--- src/sv/b64enc_pkg.sv ---
// ---------------------------------------------------------------------------
// b64enc_pkg
// shared types, constants and the character table of the base64 encoder
// ---------------------------------------------------------------------------
package b64enc_pkg;

    localparam int GQ_DEPTH_DEF = 2;

    localparam logic [6:0] PAD_INDEX   = 7'h40;
    localparam logic [6:0] PAD_CHAR    = 7'h3D;

    // one complete or closing group handed from front to back
    typedef struct packed {
        logic [23:0] group;   // bytes, oldest in the top bits
        logic [1:0]  total;   // bytes supplied (1..3)
        logic        last;    // group closed by the final byte
    } grp_desc_t;

    // sextet index (0..64) to ascii character
    function automatic logic [6:0] b64_char(input logic [6:0] idx);
        logic [6:0] ch;
        case (idx) inside
            [7'd0:7'd25]:  ch = 7'(7'h41 + idx);
            [7'd26:7'd51]: ch = 7'(7'h61 + (idx - 7'd26));
            [7'd52:7'd61]: ch = 7'(7'h30 + (idx - 7'd52));
            7'd62:         ch = 7'h2B;
            7'd63:         ch = 7'h2F;
            default:       ch = PAD_CHAR;
        endcase
        return ch;
    endfunction

endpackage

--- src/sv/b64enc_front.sv ---
// ---------------------------------------------------------------------------
// b64enc_front
// gathers bytes into groups and hands closed groups to the group queue
// ---------------------------------------------------------------------------
module b64enc_front
    import b64enc_pkg::*;
(
    input  logic        clk,
    input  logic        rst_n,
    input  logic        in_take,
    input  logic [7:0]  data_byte,
    input  logic        end_of_message,
    output logic        grp_push,
    output grp_desc_t   grp_data
);

    logic [15:0] pending_bytes_reg, pending_bytes_next;
    logic [1:0]  pending_count_reg, pending_count_next;
    logic [1:0]  held;
    logic        store;

    always_comb
    begin
        held  = (pending_count_reg > 2'd2) ? 2'd2 : pending_count_reg;
        store = !end_of_message && (held < 2'd2);

        pending_bytes_next = pending_bytes_reg;
        pending_count_next = pending_count_reg;
        grp_push           = 1'b0;
        grp_data.last      = end_of_message;
        grp_data.total     = 2'(held + 2'd1);

        case (held)
            2'd2:    grp_data.group = {pending_bytes_reg, data_byte};
            2'd1:    grp_data.group = {pending_bytes_reg[7:0], data_byte, 8'h00};
            default: grp_data.group = {data_byte, 16'h0000};
        endcase

        if (in_take)
        begin
            if (store)
            begin
                pending_bytes_next = {pending_bytes_reg[7:0], data_byte};
                pending_count_next = 2'(held + 2'd1);
            end
            else
            begin
                grp_push           = 1'b1;
                pending_bytes_next = 16'h0000;
                pending_count_next = 2'd0;
            end
        end
    end

    always_ff @(posedge clk or negedge rst_n)
    begin
        if (!rst_n)
        begin
            pending_bytes_reg <= 16'h0000;
            pending_count_reg <= 2'd0;
        end
        else
        begin
            pending_bytes_reg <= pending_bytes_next;
            pending_count_reg <= pending_count_next;
        end
    end

endmodule

--- src/sv/b64enc_gq.sv ---
// ---------------------------------------------------------------------------
// b64enc_gq
// short queue of group descriptors between front and back
// ---------------------------------------------------------------------------
module b64enc_gq
    import b64enc_pkg::*;
#(
    parameter int DEPTH = GQ_DEPTH_DEF
)
(
    input  logic      clk,
    input  logic      rst_n,
    input  logic      push,
    input  grp_desc_t wr_data,
    input  logic      pop,
    output grp_desc_t rd_data,
    output logic      full,
    output logic      empty
);

    localparam int PW = (DEPTH > 1) ? $clog2(DEPTH) : 1;
    localparam int CW = $clog2(DEPTH + 1);

    grp_desc_t         slots [DEPTH];
    logic [PW-1:0]     wr_ptr_reg, rd_ptr_reg;
    logic [CW-1:0]     count_reg;
    logic              do_push, do_pop;

    assign full    = (count_reg == CW'(DEPTH));
    assign empty   = (count_reg == '0);
    assign do_push = push && !full;
    assign do_pop  = pop && !empty;
    assign rd_data = slots[rd_ptr_reg];

    function automatic logic [PW-1:0] ptr_inc(input logic [PW-1:0] p);
        return (p == PW'(DEPTH - 1)) ? '0 : PW'(p + 1'b1);
    endfunction

    always_ff @(posedge clk)
    begin
        if (do_push)
            slots[wr_ptr_reg] <= wr_data;
    end

    always_ff @(posedge clk or negedge rst_n)
    begin
        if (!rst_n)
        begin
            wr_ptr_reg <= '0;
            rd_ptr_reg <= '0;
            count_reg  <= '0;
        end
        else
        begin
            if (do_push)
                wr_ptr_reg <= ptr_inc(wr_ptr_reg);
            if (do_pop)
                rd_ptr_reg <= ptr_inc(rd_ptr_reg);
            if (do_push && !do_pop)
                count_reg <= CW'(count_reg + 1'b1);
            else if (do_pop && !do_push)
                count_reg <= CW'(count_reg - 1'b1);
        end
    end

endmodule

--- src/sv/b64enc_back.sv ---
// ---------------------------------------------------------------------------
// b64enc_back
// turns one group into four characters, one per cycle while pop is high, held for the receiver
// ---------------------------------------------------------------------------
module b64enc_back
    import b64enc_pkg::*;
(
    input  logic      clk,
    input  logic      rst_n,
    input  grp_desc_t grp_data,
    input  logic      grp_empty,
    output logic      grp_pop,
    input  logic      pop,
    output logic      empty,
    output logic [6:0] code_char,
    output logic      last_char
);

    grp_desc_t  cur_reg;
    logic       valid_reg;
    logic [1:0] pos_reg;
    logic       out_take;
    logic       slot_free;
    logic [5:0] sextet;
    logic [6:0] idx;

    assign empty     = !valid_reg;
    assign out_take  = pop && valid_reg;
    assign slot_free = !valid_reg || (out_take && pos_reg == 2'd3);
    assign grp_pop   = slot_free && !grp_empty;

    always_comb
    begin
        case (pos_reg)
            2'd0:    sextet = cur_reg.group[23:18];
            2'd1:    sextet = cur_reg.group[17:12];
            2'd2:    sextet = cur_reg.group[11:6];
            default: sextet = cur_reg.group[5:0];
        endcase
        idx       = (pos_reg > cur_reg.total) ? PAD_INDEX : {1'b0, sextet};
        code_char = b64_char(idx);
        last_char = cur_reg.last && (pos_reg == 2'd3);
    end

    always_ff @(posedge clk)
    begin
        if (grp_pop)
            cur_reg <= grp_data;
    end

    always_ff @(posedge clk or negedge rst_n)
    begin
        if (!rst_n)
        begin
            valid_reg <= 1'b0;
            pos_reg   <= 2'd0;
        end
        else if (slot_free)
        begin
            valid_reg <= !grp_empty;
            pos_reg   <= 2'd0;
        end
        else if (out_take)
        begin
            pos_reg <= 2'(pos_reg + 2'd1);
        end
    end

endmodule

--- src/sv/base64_stream_encoder_core.sv ---
// ---------------------------------------------------------------------------
// base64_stream_encoder_core
// streaming base64 encoder, one byte in per item, one character out per item
// ---------------------------------------------------------------------------
// input channel: push with data_byte and end_of_message, taken when full is
// low; end_of_message marks the final byte of a message
// output channel: while empty is low, code_char and last_char show the oldest
// character; pop takes it; last_char marks the final character of a message
// every third byte, or the final byte, closes a group that yields four
// characters, '=' standing in for positions past the supplied bytes
// with the back end idle, a closing byte is written into the group queue when
// it is taken, then loaded from there into the output register, where its
// first character shows
// throughput: a byte every cycle at the input while full is low; the back end
// sends one character per cycle while pop is high, so a steady stream is paced
// by the back end and its single output register
// when the receiver stalls, the current character holds and closed groups
// collect in the group queue; full rises once the queue is full, and then
// no item is taken even if it would only be stored
// reset clears the held bytes and empties the queue and the output register at once
// ---------------------------------------------------------------------------
module base64_stream_encoder_core
    import b64enc_pkg::*;
#(
    parameter int GQ_DEPTH = GQ_DEPTH_DEF
)
(
    input  logic       clk,
    input  logic       rst_n,
    input  logic       push,
    output logic       full,
    input  logic [7:0] data_byte,
    input  logic       end_of_message,
    output logic       empty,
    input  logic       pop,
    output logic [6:0] code_char,
    output logic       last_char
);

    logic      in_take;
    logic      grp_push;
    logic      grp_pop;
    logic      grp_empty;
    grp_desc_t grp_wr;
    grp_desc_t grp_rd;

    // an item is taken whenever the group queue has room
    assign in_take = push && !full;

    // front: byte gathering
    b64enc_front u_front (
        .clk            (clk),
        .rst_n          (rst_n),
        .in_take        (in_take),
        .data_byte      (data_byte),
        .end_of_message (end_of_message),
        .grp_push       (grp_push),
        .grp_data       (grp_wr)
    );

    // decoupling queue of closed groups
    b64enc_gq #(
        .DEPTH (GQ_DEPTH)
    ) u_gq (
        .clk     (clk),
        .rst_n   (rst_n),
        .push    (grp_push),
        .wr_data (grp_wr),
        .pop     (grp_pop),
        .rd_data (grp_rd),
        .full    (full),
        .empty   (grp_empty)
    );

    // back: character serialiser with output register
    b64enc_back u_back (
        .clk       (clk),
        .rst_n     (rst_n),
        .grp_data  (grp_rd),
        .grp_empty (grp_empty),
        .grp_pop   (grp_pop),
        .pop       (pop),
        .empty     (empty),
        .code_char (code_char),
        .last_char (last_char)
    );

endmodule

--- config.mk ---
export PLATFORM = sky130hd
export DESIGN_NAME = base64_stream_encoder_core
export DESIGN_NICKNAME = d
export VERILOG_FILES = /design/src/sv/b64enc_pkg.sv /design/src/sv/b64enc_front.sv /design/src/sv/b64enc_gq.sv /design/src/sv/b64enc_back.sv /design/src/sv/base64_stream_encoder_core.sv
export SDC_FILE = /design/constraint.sdc
export NUM_CORES = 1
export LEC_CHECK = 0
export BUFFER_PORTS_ARGS = -buffer_cell sky130_fd_sc_hd__clkbuf_2
export CORE_MARGIN = 2
export CORE_UTILIZATION = 64
export CTS_BUF_LIST = sky130_fd_sc_hd__clkbuf_8
export DETAILED_ROUTE_END_ITERATION = 6
export PLACE_DENSITY = 0.85
export SLEW_MARGIN = 10
export SYNTH_ARGS = -nofsm -noshare
export SYNTH_HDL_FRONTEND = slang
export SYNTH_HIERARCHICAL = 1
export SYNTH_SLANG_ARGS = --single-unit
--- constraint.sdc ---
create_clock -name clk -period 4.09 [get_ports clk]
set_clock_uncertainty 0.05 [all_clocks]
set_input_delay 0.409 -clock clk [delete_from_list [all_inputs] [get_ports clk]]
set_output_delay 0.409 -clock clk [all_outputs]
set_load 0.005 [all_outputs]
* Word level (Yosys, flattened, before mapping)
Memory sizes are Yosys's and may differ from the RTL's. A register that Yosys moved wholly into a read port is not among the register bits.
Index checks and enable logic that the tools add are counted.
** Storage, ports and cells
- Register bits :: 25
- Memory bits (writable) :: 54
- Output and inout bits :: 10
- Memories :: 1
** Memories
- u_gq.slots :: words 2, width 27, read ports 1, clocked after Yosys merged registers in 1, wr ports 1, line b64enc_gq.sv:24 : grp_desc_t slots [DEPTH];
** Cells by class
- Add/subtract/negate cells :: 11
- Magnitude comparators :: 9
- Equality and inequality tests :: 8
- Multiplexer cells :: 21
- Reduce and logical (&&, ||, !) cells :: 24
** Operators by type and width (number)
- 24-bit case mux with 2 select lines :: 1
- 7-bit 2-to-1 mux :: 5
- 6-bit case mux with 3 select lines :: 1
- 16-bit 2-to-1 mux :: 1
- 7-bit adder, first input constant :: 2
- 7-bit by 6-bit equality test with 1-bit output, second input constant :: 2
- 7-bit by 6-bit less-or-equal comparator with 1-bit output, second input constant :: 2
- 1-bit logical AND :: 13
- 2-bit 2-to-1 mux :: 6
- 2-bit equality test, second input constant :: 4
- 6-bit by 7-bit adder with 7-bit output, first input constant :: 1
- 7-bit by 1-bit greater-or-equal comparator with 1-bit output, second input constant :: 1
- 7-bit by 5-bit greater-or-equal comparator with 1-bit output, second input constant :: 1
- 7-bit by 6-bit greater-or-equal comparator with 1-bit output, second input constant :: 1
- 7-bit by 5-bit less-or-equal comparator with 1-bit output, second input constant :: 1
- 7-bit by 5-bit subtractor with 7-bit output, second input constant :: 1
- 7-bit by 6-bit subtractor with 7-bit output, second input constant :: 1
- 2-bit by 1-bit adder with 2-bit output, second input constant :: 3
- 1-bit zero test :: 6
- 1-bit 2-to-1 mux :: 6
- 5-bit 2-to-1 mux :: 1
- 2-bit by 1-bit equality test with 1-bit output, second input constant :: 2
- 2-bit zero test :: 2
- 2-bit nonzero test :: 2
- other kinds (6) :: 7

* Depth between registers and ports, before layout
Gate-level depths: netlist of run 1.
- Depth in word-level cells :: 11
- Gate-level depth with buffers :: 14

* Hierarchy
The synthesis of run 1 kept the hierarchy.
** Modules (own cells, without submodules)
- b64enc_gq :: instances 1, cells an instance 103, area an instance 2244.7 µm²
- b64enc_back :: instances 1, cells an instance 171, area an instance 1835.5 µm²
- b64enc_front :: instances 1, cells an instance 129, area an instance 1151.1 µm²
- base64_stream_encoder_core :: instances 1, cells an instance 1, area an instance 13.8 µm²

* Worst setup path after synthesis of run 1
Ideal clock, no wire load.
- Kind :: reg2reg
- From :: register u_back.pos_reg[1]
- To :: register u_gq.count_reg[1]
- Arrival :: 3.179 ns
- Data required time :: 3.961 ns
- Path slack :: 0.782 ns
- Stages on the path, launching flop included :: 10
- Path buffers :: 1
- Period minus slack after synthesis :: 3.308 ns
- Cell sequence :: dfrtp_1 ha_1 buf_4 nand2_1 a21oi_1 o21ai_1 ha_1 xor2_1 nor2_1 xor2_1
** Between the ends
- Longest elaborated chain between the ends :: 8
- Elaborated cells between the ends (all ways) :: 10
- Classes of those cells :: eq/ne: 1; mux: 1; reduce/logical: 8
** RTL lines
- start: declaration :: line b64enc_back.sv:21 : logic [1:0] pos_reg;
- start signal: assignment :: line b64enc_back.sv:65 : pos_reg <= 2'(pos_reg + 2'd1);
- 2-bit equality test * :: line b64enc_back.sv:29 : assign slot_free = !valid_reg || (out_take && pos_reg == 2'd3);
- 1-bit logical AND * :: line b64enc_back.sv:29
- 1-bit logical OR * :: line b64enc_back.sv:29
- 1-bit logical AND * :: line b64enc_back.sv:30 : assign grp_pop = slot_free && !grp_empty;
- named net grp_pop :: line base64_stream_encoder_core.sv:42 : logic grp_pop;
- 1-bit logical AND * :: line b64enc_gq.sv:32 : assign do_pop = pop && !empty;
- 1-bit zero test :: line b64enc_gq.sv:59 : if (do_push && !do_pop)
- 1-bit logical AND :: line b64enc_gq.sv:59
- 2-bit 2-to-1 mux / 2-bit nonzero test (equally long branches)
- end signal: assignment :: line b64enc_gq.sv:60 : count_reg <= CW'(count_reg + 1'b1);
- end signal: assignment :: line b64enc_gq.sv:62 : count_reg <= CW'(count_reg - 1'b1);
- end: declaration :: line b64enc_gq.sv:26 : logic [CW-1:0] count_reg;
Mark *: on every way through the listed nets, which the timed path passes. The rest lies on a longest branch.
A chain may end at the register's enable or synchronous reset.

* Final worst setup path of run 1
- From :: register u_back.pos_reg[0]
- To :: output code_char[1]
** Between the ends
- Longest elaborated chain between the ends :: 9
- Elaborated cells between the ends (all ways) :: 27
- Classes of those cells :: add/sub: 5; order compare: 7; eq/ne: 4; mux: 7; reduce/logical: 4
** RTL lines
- 2-bit equality test (tied with other cells) :: line b64enc_back.sv:34 : case (pos_reg)
- 6-bit case mux with 3 select lines :: line b64enc_back.sv:34
- 7-bit 2-to-1 mux * :: line b64enc_back.sv:40 : idx = (pos_reg > cur_reg.total) ? PAD_INDEX : {1'b0, sextet};
- parallel branches: the longest is 5 deep, another holds 7-bit by 6-bit subtractor with 7-bit output
- 7-bit 2-to-1 mux * :: line b64enc_pkg.sv:22 : case (idx) inside
- end: declaration :: line base64_stream_encoder_core.sv:36 : output logic [6:0] code_char,
Mark *: on every way between the ends.

==> results of run 1 <==
per-stage QoR:
stage | power [uW] | hold WS (ns)
6_report | 4690 | 0.0140
5_1_grt | 5040 | 0.0291
4_1_cts | 4550 | 0.0171
3_5_place_dp | 3870 | 0.422
3_3_place_gp | 3760 | 0.417
2_1_floorplan | 3400 | 0.0634
final cells by class:
cell class	instances	area (um^2)
clock inverters	7	86.3
flip-flops and latches	106	3060
clock buffers	9	124
well taps	105	131
fillers	566	2400
repair buffers	41	253
inverters	29	109
multi-input cells	246	1930
report_power, final:
| group | switching [uW] | total (uW) | internal [uW] |
|---|---|---|---|
| registers | 152 | 1660 | 1510 |
| logic | 1320 | 2370 | 1050 |
| clock network | 320 | 658 | 338 |
| total | 1790 | 4690 | 2900 |
layer usage:
metal	GRT usage (%)	vias up
met5	0	-
met4	11.8	0
met3	5.11	20
met2	37.2	88
met1	28.5	1519
li1	-	1538
layout by cell type (no fill, tap or decap), types with 8 or more instances in the layout:
master / instances
sky130_fd_sc_hd__a21oi_1: 13
sky130_fd_sc_hd__a22o_1: 10
sky130_fd_sc_hd__and2_1: 12
sky130_fd_sc_hd__buf_4: 19
sky130_fd_sc_hd__clkbuf_2: 22
sky130_fd_sc_hd__clkbuf_8: 9
sky130_fd_sc_hd__dfrtp_1: 25
sky130_fd_sc_hd__edfxtp_1: 81
sky130_fd_sc_hd__ha_1: 14
sky130_fd_sc_hd__inv_1: 31
sky130_fd_sc_hd__mux2_2: 8
sky130_fd_sc_hd__mux2_4: 19
sky130_fd_sc_hd__mux2i_1: 10
sky130_fd_sc_hd__nand2_1: 43
sky130_fd_sc_hd__nor2_1: 8
sky130_fd_sc_hd__o21ai_0: 16
sky130_fd_sc_hd__o22ai_2: 10
critical path: stages (launching register included):
cell                       delay [ns]
sky130_fd_sc_hd__dfrtp_1         0.44
sky130_fd_sc_hd__inv_1           0.11
sky130_fd_sc_hd__ha_1            0.30
sky130_fd_sc_hd__a222oi_1        0.35
sky130_fd_sc_hd__nand2_1         0.11
sky130_fd_sc_hd__nand3_2         0.16
sky130_fd_sc_hd__inv_1           0.11
sky130_fd_sc_hd__ha_1            0.26
sky130_fd_sc_hd__a21o_1          0.21
sky130_fd_sc_hd__a211oi_2        0.23
sky130_fd_sc_hd__or2_2           0.20
sky130_fd_sc_hd__o21ai_0         0.09
sky130_fd_sc_hd__a221o_1         0.33
sky130_fd_sc_hd__clkbuf_2        0.11
worst max path at each step:
stage                                   end  slack (ns)  cells past startpoint
after floorplan           u_gq/count_reg[1]        0.78                      9
after global placement         code_char[2]        0.52                     12
after detailed placement       code_char[1]        0.40                     13
after CTS                      code_char[1]        0.02                     13
after global routing           code_char[3]       0.004                     12
final                          code_char[1]        0.24                     13
cell families (layout without fill, tap and decap cells):
group                      count (synthesis)  count (layout)
DFF                                      106             106
and+or+nand+nor                          102             102
AOI/OAI and AO/OA                         87              87
buffers and inverters                     52              86
muxes                                     37              37
adders and majority gates                 14              14
xor gates and xnor gates                   6               6
repair_timing:
| item | 4_1_cts | 5_1_grt |
|---|---|---|
| gates resized for setup | 1 | 4 |
| hold endpoints to repair | 0 | 0 |
| endpoints found under the setup margin | 1 | 7 |
| buffers inserted | 0 | 8 |
| gates cloned | 0 | 0 |
| pin swaps | 0 | 3 |
==> qor.log, run 1 <==
qor: placed_design.dp_worst_setup_slack 0.400 ns
qor: route.topRoutingLayerUsed met4
qor: route.drt_first_pass_iters 4
qor: logic_synthesis.synth.top_cells.by_area sky130_fd_sc_hd__edfxtp_1, sky130_fd_sc_hd__dfrtp_1, sky130_fd_sc_hd__mux2_4, sky130_fd_sc_hd__ha_1, sky130_fd_sc_hd__nand2_1
qor: logic_synthesis.cell_count_after_synthesis 404
qor: worst_setup_path.setup.worst_path.start_class register
qor: global_routing.globalRoute.totalOverflow 0
qor: final_layout.antenna_cells 0
qor: floorplan.die_height 94.5 um
qor: logic_synthesis.leading_cell_type_by_number_of_instances_after_synthesis sky130_fd_sc_hd__edfxtp_1
qor: logic_synthesis.synth-edff-count 81
qor: min_path.worst_hold_path_type input port to asynchronous set/reset pin
qor: cts.cts_buffers 9
qor: final_layout.largest_register_ffs 54
qor: power_and_ir_drop.p_leak 0.00224 uW
qor: final_layout.final_design_area_no_fill 0.00569 mm^2
qor: logic_synthesis.synth_top_cell_area_share 46.4%
qor: logic_synthesis.synth.area.mux_share 9.06%
qor: sta.final.setup.tns 0 ns
qor: logic_synthesis.post_synth_fa_ha_maj_area_fraction 3.34%
qor: worst_setup_path.worstPathArrival 3.39 ns
qor: logic_synthesis.synth_seq_area_share 58.3%
qor: run_status.outcome completed
qor: sta.timing_worst_slew_pin_value 0.700 ns
qor: flow_run.maxCapViolCount 0
qor: sta.setup_ws 0.245 ns
qor: route.wl 9340 um
qor: route.wl_met1 3920 um
qor: cts.cts.sinks 106
qor: final_layout.syn_to_final_growth 8.52%
qor: placed_design.number_of_input_and_output_port_buffers_inserted 22
qor: floorplan.floorplan.io_pins 23
qor: worst_setup_path.startpoint_to_endpoint_class_of_the_critical_path register to output pin
qor: logic_synthesis.synth_top_cell_by_area sky130_fd_sc_hd__edfxtp_1
qor: worst_setup_path.worst_setup_path_startpoint u_back/pos_reg[0]
qor: worst_setup_path.reg2reg_setup_slack 1.64 ns
qor: global_routing.grt_start_max_net_pins 38
qor: route.detail-route-antenna-nets 0
qor: cts.cts.root.buffer_cell sky130_fd_sc_hd__clkbuf_8
qor: sta.timing.final.hold_violations 0
qor: logic_synthesis.synth_top_flop_cell sky130_fd_sc_hd__edfxtp_1
qor: sta.final_min_period_over_clock_period 94.0%
qor: global_routing.global_route_wire_length_before_repair 15,000 um
qor: floorplan.row_count 33
qor: logic_synthesis.post_synthesis_average_cell_area 13.0 um^2
qor: logic_synthesis.synth_seq_cells 106
qor: placed_design.dpl.hpwl 6510 um
qor: worst_setup_path.cp-end-kind output pin
qor: sta.max_freq 260 MHz
qor: route.avgRoutedWirePerCell 17.2 um
qor: worst_setup_path.reg2reg_to u_gq/count_reg[1]
qor: sta.final.min_clock_period 3.85 ns
qor: route.routed-wl-met3 375 um
qor: cts.clk_latency 0.36 ns
qor: floorplan.fp.dieW 94.5 um
qor: route.routed-wl-met2 4780 um
qor: logic_synthesis.ys.warnings.count 6
qor: logic_synthesis.netlist-cell-type-count 54
qor: placed_design.dpl_cell_area 0.00539 mm^2
qor: worst_setup_path.crit_fanout 7
qor: sta.rsz0062_at_grt false
qor: route.drcViolationCount 0
qor: final_layout.cell_count_final_fillers_out 543
qor: floorplan.floorplan.initialDensity 64.8%
qor: logic_synthesis.synth_async_sr_flop_share 23.6%
qor: route.routed_vias 3,165
qor: sta.max_slew_margin 53.2%
qor: logic_synthesis.syn_area 0.00525 mm^2
qor: final_layout.drive_gt1_share 24.7%
qor: logic_synthesis.most_instantiated_cells_after_synthesis sky130_fd_sc_hd__edfxtp_1, sky130_fd_sc_hd__nand2_1, sky130_fd_sc_hd__inv_1
qor: global_routing.grt_pass1_vias 3,040
qor: logic_synthesis.synth_compound_area_share 12.9%
qor: placed_design.gp_routability_congestion 0.868
qor: route.post_drt_via_cell_ratio 5.83
qor: power_and_ir_drop.power.density_cell_area 824 mW/mm^2
qor: sta.setup_violations 0
qor: route.initialDrtViolationCount 205
qor: final_layout.post-route-util 70.3%
qor: logic_synthesis.synthesis.nets 431
qor: floorplan.placeableCoreArea 0.00809 mm^2
qor: cts.holdBufCountCts 0
qor: placed_design.dpl.cell_count 519
qor: sta.timing.final.max_slew_violations 0
qor: cts.clk_pin_slew 0.09 ns
qor: worst_setup_path.worstReg2RegStart u_back/pos_reg[0]
qor: global_routing.antenna_found_initial 0
qor: power_and_ir_drop.vdd.ir_drop.worst 0.000380 V
qor: global_routing.track_usage 22.7%
qor: cts.max-clock-path-buffers 2
qor: logic_synthesis.largest_family_of_logic_cells_by_synthesized_area compound AO/OA/AOI/OAI gates
qor: cts.cts_tree built
qor: final_layout.finalNetCount 460
qor: worst_setup_path.depth_of_the_worst_register_to_register_path 10
qor: cts.cts.htree.levels 3
qor: logic_synthesis.yosys.area_share.xor_xnor 1.00%
qor: logic_synthesis.synthesized_area_fraction_occupied_by_and_or_nand_nor_cells 9.88%
qor: floorplan.die-area 0.00894 mm^2
qor: worst_setup_path.req_time_crit_path 3.63 ns
(Power assumes the default switching activity.)
==> inputs of run 2 (changes only) <==
--- a/config.mk
+++ b/config.mk
@@ -8,7 +8,7 @@
 export BUFFER_PORTS_ARGS = -buffer_cell sky130_fd_sc_hd__clkbuf_2
 export CORE_MARGIN = 2
 export CORE_UTILIZATION = 64
-export CTS_BUF_LIST = sky130_fd_sc_hd__clkbuf_8
+export CTS_BUF_LIST = sky130_fd_sc_hd__clkbuf_4 sky130_fd_sc_hd__clkbuf_8
 export DETAILED_ROUTE_END_ITERATION = 6
 export PLACE_DENSITY = 0.85
 export SLEW_MARGIN = 10
==> run 2 against run 1 <==
  * Die area unchanged
  * First-iteration DRC count increased by 0.49%
  * Via count decreased by 0.19%
  * Critical path type unchanged
  * Largest power group unchanged
==> qor.log, run 2 (synthesis gave the netlist of run 1 again) <==
qor: global_routing.track_usage 22.7% [+0.035 points]
qor: route.detail-route-antenna-nets 0 [unchanged]
qor: worst_setup_path.reg2reg_to u_gq/count_reg[1]
qor: final_layout.final_design_area_no_fill 0.00570 mm^2 [+0.13%]
qor: floorplan.die_height 94.5 um [unchanged]
qor: worst_setup_path.startpoint_to_endpoint_class_of_the_critical_path register to output pin
qor: final_layout.layout.area.seq 0.00306 mm^2 [unchanged]
qor: power_and_ir_drop.vdd.ir_drop.worst 0.000381 V [+0.25%]
qor: cts.cts.sinks 106 [unchanged]
qor: route.drcViolationCount 0 [unchanged]
qor: sta.final.setup.tns 0 ns [unchanged]
qor: run_status.outcome completed
qor: cts.cts_tree built
qor: worst_setup_path.setup.worst_path.start_class register
qor: sta.final_min_period_over_clock_period 93.8% [-0.21 points]
qor: flow_run.maxCapViolCount 0 [unchanged]
qor: power_and_ir_drop.power.density_cell_area 828 mW/mm^2 [+0.38%]
qor: worst_setup_path.worstPathArrival 3.38 ns [about the same]
qor: sta.timing_worst_slew_pin_value 0.715 ns [+0.0141 ns]
qor: placed_design.dpl_cell_area 0.00539 mm^2 [unchanged]
qor: cts.holdBufCountCts 0 [unchanged]
qor: final_layout.final_cell_mix sky130_fd_sc_hd__edfxtp_1, sky130_fd_sc_hd__nand2_1, sky130_fd_sc_hd__inv_1
qor: power_and_ir_drop.clock_power_share 14.4% [+0.4 points]
qor: power_and_ir_drop.internal_dissipation 2920 uW [+0.64%]
qor: power_and_ir_drop.seq_power_share 35.3% [-0.2 points]
qor: sta.timing.final.max_slew_violations 0 [unchanged]
qor: power_and_ir_drop.p_sw_share 38.1% [-0.077 points]
qor: final_layout.nFillCells 569 [+0.53%]
qor: worst_setup_path.worst_setup_path_startpoint u_back/pos_reg[1]
qor: global_routing.grt_pass1_vias 3,038 [-0.066%]
qor: global_routing.global_route_wire_length_before_repair 15,100 um [+0.19%]
qor: sta.max_freq 261 MHz [+0.23%]
qor: worst_setup_path.crit_fanout 9 [+2]
qor: power_and_ir_drop.total_switching_power 1800 uW [+0.31%]
qor: power_and_ir_drop.p_leak 0.00224 uW [about the same]
qor: final_layout.multiInputGateArea 0.00193 mm^2 [unchanged]
qor: worst_setup_path.cp-end-kind output pin
qor: final_layout.syn_to_final_growth 8.66%
qor: final_layout.largest_register_ffs 54 [unchanged]
qor: floorplan.floorplan.io_pins 23 [unchanged]
qor: route.post_drt_via_cell_ratio 5.82 [-0.19%]
qor: cts.cts.root.buffer_cell sky130_fd_sc_hd__clkbuf_8
qor: route.wl 9410 um [+0.71%]
qor: min_path.worst_hold_path_type input port to asynchronous set/reset pin
qor: sta.final.min_clock_period 3.84 ns [-0.00871 ns]
qor: cts.clk_pin_slew 0.09 ns [about the same]
qor: worst_setup_path.setup.worst_path.end code_char[2]
qor: sta.timing.final.hold_violations 0 [unchanged]
qor: route.avgRoutedWirePerCell 17.3 um [+0.71%]
qor: placed_design.gp_routability_congestion 0.868 [unchanged]
qor: final_layout.mostFrequentLayoutCell sky130_fd_sc_hd__edfxtp_1
qor: sta.setup_violations 0 [unchanged]
qor: cts.max-clock-path-buffers 2 [unchanged]
qor: floorplan.placeableCoreArea 0.00809 mm^2 [unchanged]
qor: global_routing.antenna_found_initial 0 [unchanged]
qor: route.routed_vias 3,159 [-0.19%]
qor: cts.cts_buffers 9 [unchanged]
qor: power_and_ir_drop.power.share.combinational 50.3% [-0.2 points]
qor: worst_setup_path.reg2reg_setup_slack 1.63 ns [about the same]
qor: final_layout.antenna_cells 0 [unchanged]
qor: worst_setup_path.worstReg2RegStart u_back/pos_reg[0]
qor: cts.cts.htree.levels 3 [unchanged]
qor: worst_setup_path.depth_of_the_worst_register_to_register_path 10 [unchanged]
qor: worst_setup_path.req_time_crit_path 3.63 ns [about the same]
qor: route.drt_first_pass_iters 6 [+2]
qor: floorplan.floorplan.initialDensity 64.8% [unchanged]
qor: sta.max_slew_margin 52.3% [-0.94 points]
qor: global_routing.globalRoute.totalOverflow 0 [unchanged]
qor: floorplan.row_count 33 [unchanged]
qor: sta.rsz0062_at_grt false
qor: global_routing.grt_start_max_net_pins 38 [unchanged]
qor: placed_design.dpl.hpwl 6510 um [unchanged]
qor: cts.clk_latency 0.36 ns [about the same]
qor: final_layout.drive_gt1_share 25.1% [+0.46 points]
qor: placed_design.number_of_input_and_output_port_buffers_inserted 22 [unchanged]
qor: final_layout.finalNetCount 460 [unchanged]
qor: route.initialDrtViolationCount 206 [+0.49%]
qor: floorplan.fp.dieW 94.5 um [unchanged]
qor: floorplan.die-area 0.00894 mm^2 [unchanged]
qor: final_layout.post-route-util 70.4% [+0.093 points]
run 2: how the worst min path moves through the flow:
| stage | startpoint | endpoint | slack [ns] | cells past startpoint |
|---|---|---|---|---|
| 3_3_place_gp | rst_n | u_back/valid_reg | 0.42 | 1 |
| 5_1_grt | rst_n | u_back/pos_reg[1] | 0.03 | 1 |
| 3_5_place_dp | rst_n | u_back/valid_reg | 0.42 | 1 |
| 6_report | rst_n | u_gq/rd_ptr_reg | 0.02 | 1 |
| 4_1_cts | rst_n | u_back/pos_reg[1] | 0.02 | 1 |
| 2_1_floorplan | rst_n | u_back/pos_reg[0] | 0.06 | 0 |
run 2: critical path, stage by stage (launching register included):
cell	delay (ns)
sky130_fd_sc_hd__dfrtp_1	0.44
sky130_fd_sc_hd__ha_1	0.32
sky130_fd_sc_hd__nor2b_4	0.14
sky130_fd_sc_hd__o21ai_0	0.15
sky130_fd_sc_hd__buf_4	0.19
sky130_fd_sc_hd__o211ai_1	0.17
sky130_fd_sc_hd__inv_1	0.12
sky130_fd_sc_hd__ha_1	0.26
sky130_fd_sc_hd__and2_1	0.15
sky130_fd_sc_hd__a311o_1	0.20
sky130_fd_sc_hd__o311a_1	0.32
sky130_fd_sc_hd__a211oi_1	0.08
sky130_fd_sc_hd__nor4_1	0.32
sky130_fd_sc_hd__clkbuf_2	0.17
run 2: area by class of cell:
| type | instances | area share [%] |
|---|---|---|
| clock inverter | 5 | 1.38 |
| timing repair buffer | 41 | 4.43 |
| tap | 105 | 2.31 |
| inverter | 29 | 1.91 |
| multi-input combinational | 246 | 33.9 |
| clock buffer | 11 | 2.44 |
| sequential | 106 | 53.7 |
run 2: through the flow:
stage	instances	worst slack [ns]	hold slack, ns	power [uW]
final	543	0.254	0.0204	4720
after global routing	543	0.00398	0.0294	5050
after CTS	535	0.0185	0.0175	4570
after detailed placement	519	0.400	0.422	3870
after global placement	519	0.521	0.417	3760
after floorplan	404	0.782	0.0634	3400
run 2: repair_timing:
action | in CTS | in global routing
resized for setup | 1 | 4
endpoints found under the setup margin | 1 | 7
pin swaps | 0 | 3
gates cloned | 0 | 0
setup buffers | 0 | 8
run 2: routing by layer:
layer	vias to the layer above	track usage, %	routed length (um)
li1	1535	-	-
met1	1524	28.6	4020
met2	76	37.2	4750
met3	24	5.11	321
met4	0	11.8	318
met5	-	0	0
run 2: power groups by stage:
stage	clock, uW	sequential, uW	combinational (uW)
5_1_grt	736	1690	2630
3_5_place_dp	0	1690	2190
4_1_cts	700	1660	2200
3_3_place_gp	0	1670	2100
6_report	678	1660	2370
2_1_floorplan	0	1630	1770
==> inputs of run 3 (changes only) <==
--- a/config.mk
+++ b/config.mk
@@ -6,6 +6,7 @@
 export NUM_CORES = 1
 export LEC_CHECK = 0
 export BUFFER_PORTS_ARGS = -buffer_cell sky130_fd_sc_hd__clkbuf_2
+export CORE_ASPECT_RATIO = 0.6
 export CORE_MARGIN = 2
 export CORE_UTILIZATION = 64
 export CTS_BUF_LIST = sky130_fd_sc_hd__clkbuf_4 sky130_fd_sc_hd__clkbuf_8
==> run 3 against run 2 <==
  * Cell count down 0.37%
  * Worst hold slack worse by 0.017 ns
  * Sequential power about the same
  * Critical path type unchanged
  * Largest power group unchanged
==> qor.log, run 3 (synthesis gave the netlist of run 1 again) <==
qor: cts.cts.root.buffer_cell sky130_fd_sc_hd__clkbuf_8
qor: cts.max-clock-path-buffers 2 [unchanged]
qor: cts.cts_buffers 9 [unchanged]
qor: worst_setup_path.startpoint_to_endpoint_class_of_the_critical_path register to output pin
qor: power_and_ir_drop.power 4660 uW [-1.3%]
qor: sta.timing.final.hold_violations 0 [unchanged]
qor: cts.cts.htree.levels 3 [unchanged]
qor: placed_design.number_of_input_and_output_port_buffers_inserted 22 [unchanged]
qor: final_layout.finalNetCount 455 [-1.1%]
qor: route.avgRoutedWirePerCell 18.3 um [+5.8%]
qor: cts.holdBufCountCts 0 [unchanged]
qor: floorplan.fp.dieW 121 um [+28%]
qor: power_and_ir_drop.vdd.ir_drop.worst 0.000422 V [+11%]
qor: global_routing.global_route_wire_length_before_repair 15,700 um [+4.4%]
qor: final_layout.syn_to_final_growth 8.02%
qor: run_status.outcome completed
qor: global_routing.grt_pass1_vias 3,023 [-0.49%]
qor: sta.setup_ws 0.191 ns [-0.0623 ns]
qor: floorplan.die_height 74.1 um [-22%]
qor: final_layout.antenna_cells 0 [unchanged]
qor: route.routed_vias 3,246 [+2.8%]
qor: power_and_ir_drop.power.density_cell_area 822 mW/mm^2 [-0.71%]
qor: worst_setup_path.critical_path.top_delay_family compound AO/OA/AOI/OAI gates
qor: placed_design.dpl.hpwl 6790 um [+4.2%]
qor: floorplan.floorplan.io_pins 23 [unchanged]
qor: route.post_drt_via_cell_ratio 6.00 [+3.1%]
qor: cts.clk_pin_slew 0.10 ns [about the same]
qor: worst_setup_path.setup.worst_path.start_class register
qor: worst_setup_path.cp-end-kind output pin
qor: worst_setup_path.critical_path.cell_chain inv_1, ha_1, a222oi_1, nand2_1, nand3_4, inv_1, ha_1, a21o_1, a211oi_4, or2_2, o21ai_0, a221o_1, clkbuf_2
qor: floorplan.placeableCoreArea 0.00791 mm^2 [-2.2%]
qor: sta.final.min_clock_period 3.90 ns [+0.0623 ns]
qor: route.drcViolationCount 0 [unchanged]
qor: sta.rsz0062_at_grt false
qor: route.initialDrtViolationCount 371 [+80%]
qor: cts.clk_latency 0.37 ns [about the same]
qor: floorplan.floorplan.initialDensity 66.3% [+1.5 points]
qor: cts.cts.sinks 106 [unchanged]
qor: min_path.worst_hold_path_type input port to asynchronous set/reset pin
qor: final_layout.final_cell_mix sky130_fd_sc_hd__edfxtp_1, sky130_fd_sc_hd__nand2_1, sky130_fd_sc_hd__inv_1
qor: global_routing.track_usage 23.7% [+0.93 points]
qor: placed_design.dp_worst_setup_slack 0.250 ns [-0.150 ns]
qor: sta.final_min_period_over_clock_period 95.3% [+1.5 points]
qor: sta.timing_worst_slew_pin_value 0.846 ns [+0.132 ns]
qor: route.wl 9920 um [+5.4%]
qor: final_layout.cell_count_final_fillers_out 541 [-0.37%]
qor: placed_design.dpl_cell_area 0.00538 mm^2 [-0.21%]
qor: sta.final.setup.tns 0 ns [unchanged]
qor: route.drt_first_pass_iters 5 [-1]
qor: sta.max_freq 256 MHz [-1.6%]
qor: placed_design.gp_routability_congestion 0.913 [+5.3%]
qor: final_layout.nFillCells 524 [-7.9%]
qor: final_layout.largest_register_ffs 54 [unchanged]
qor: worst_setup_path.req_time_crit_path 3.63 ns [about the same]
qor: final_layout.multiInputGateArea 0.00197 mm^2 [+1.8%]
qor: final_layout.final_design_area_no_fill 0.00567 mm^2 [-0.59%]
qor: floorplan.die-area 0.00896 mm^2 [+0.26%]
qor: cts.cts_tree built
qor: worst_setup_path.worstPathArrival 3.44 ns [+0.06 ns]
qor: sta.setup_violations 0 [unchanged]
qor: global_routing.antenna_found_initial 0 [unchanged]
qor: global_routing.globalRoute.totalOverflow 0 [unchanged]
qor: floorplan.row_count 25 [-24%]
qor: placed_design.dpl.cell_count 520 [+0.19%]
qor: worst_setup_path.critical_path_buffer_and_inverter_count 3 [unchanged]
qor: worst_setup_path.timing.critical_path.slowest_stage_cell sky130_fd_sc_hd__dfrtp_1
qor: global_routing.grt_start_max_net_pins 38 [unchanged]
qor: flow_run.maxCapViolCount 0 [unchanged]
qor: worst_setup_path.crit_fanout 12 [+3]
qor: final_layout.layout.area.seq 0.00306 mm^2 [unchanged]
qor: final_layout.drive_gt1_share 24.9% [-0.17 points]
qor: route.detail-route-antenna-nets 0 [unchanged]
qor: sta.max_slew_margin 43.5% [-8.8 points]
qor: power_and_ir_drop.p_leak 0.00220 uW [-1.4%]
qor: final_layout.mostFrequentLayoutCell sky130_fd_sc_hd__edfxtp_1
qor: sta.timing.final.max_slew_violations 0 [unchanged]
qor: worst_setup_path.slowest_delay 0.45 ns [about the same]
==> run 3: cell count changes in the layout (fill, tap and decap cells not counted), sizes merged <==
cell,delta
buf,-5
bufinv,-2
clkbuf,-2
clkinv,+3
clkinvlp,-2
inv,+3
==> run 3: report_power, final <==
group          switching (uW)  internal (uW)
Sequential                163           1510
Clock                     364            231
Combinational            1360           1020
Total                    1890           2770
==> run 3: repair_timing <==
action	in CTS	in global routing
buffers inserted	0	5
gates resized for setup	3	7
pin swaps	0	5
endpoints found under the setup margin	4	6
==> run 3: through the flow <==
step | hold slack, ns | utilization [%]
floorplan | 0.0634 | -
global placement | 0.413 | 68.0
detailed placement | 0.431 | 68.0
CTS | 0.0268 | 70.5
global route | 0.0349 | 71.6
finish | 0.00322 | 71.6
==> run 3: final cells by class <==
cell class	count	area share, %
timing repair buffer	36	3.80
tap	108	2.39
clock inverter	7	1.04
sequential	106	54.0
multi-input combinational	246	34.7
clock buffer	9	2.19
inverter	29	1.92
==> run 3: path summary, 6_finish.rpt <==
kind | start | to | slack, ns | depth (start not counted)
max reg2reg | u_back/pos_reg[1] | u_gq/count_reg[1] | 1.75 | 8
min | rst_n | u_gq/rd_ptr_reg | 0.003 | 1
max in group asynchronous | rst_n | u_front/pending_bytes_reg[1] | 3.54 | 1
min in group clk | end_of_message | u_gq/slots[0][0] | 0.21 | 1
min reg2reg | u_gq/wr_ptr_reg | u_gq/wr_ptr_reg | 0.47 | 1
max | u_back/pos_reg[1] | code_char[1] | 0.19 | 13
==> run 3: metal layers <==
layer | up-vias | track usage (%) | share of wire (%)
met5 | - | 0 | 0
met3 | 18 | 4.83 | 5.8
li1 | 1527 | - | -
met2 | 129 | 36.3 | 46
met1 | 1572 | 34.7 | 47
met4 | 0 | 7.36 | 1.4
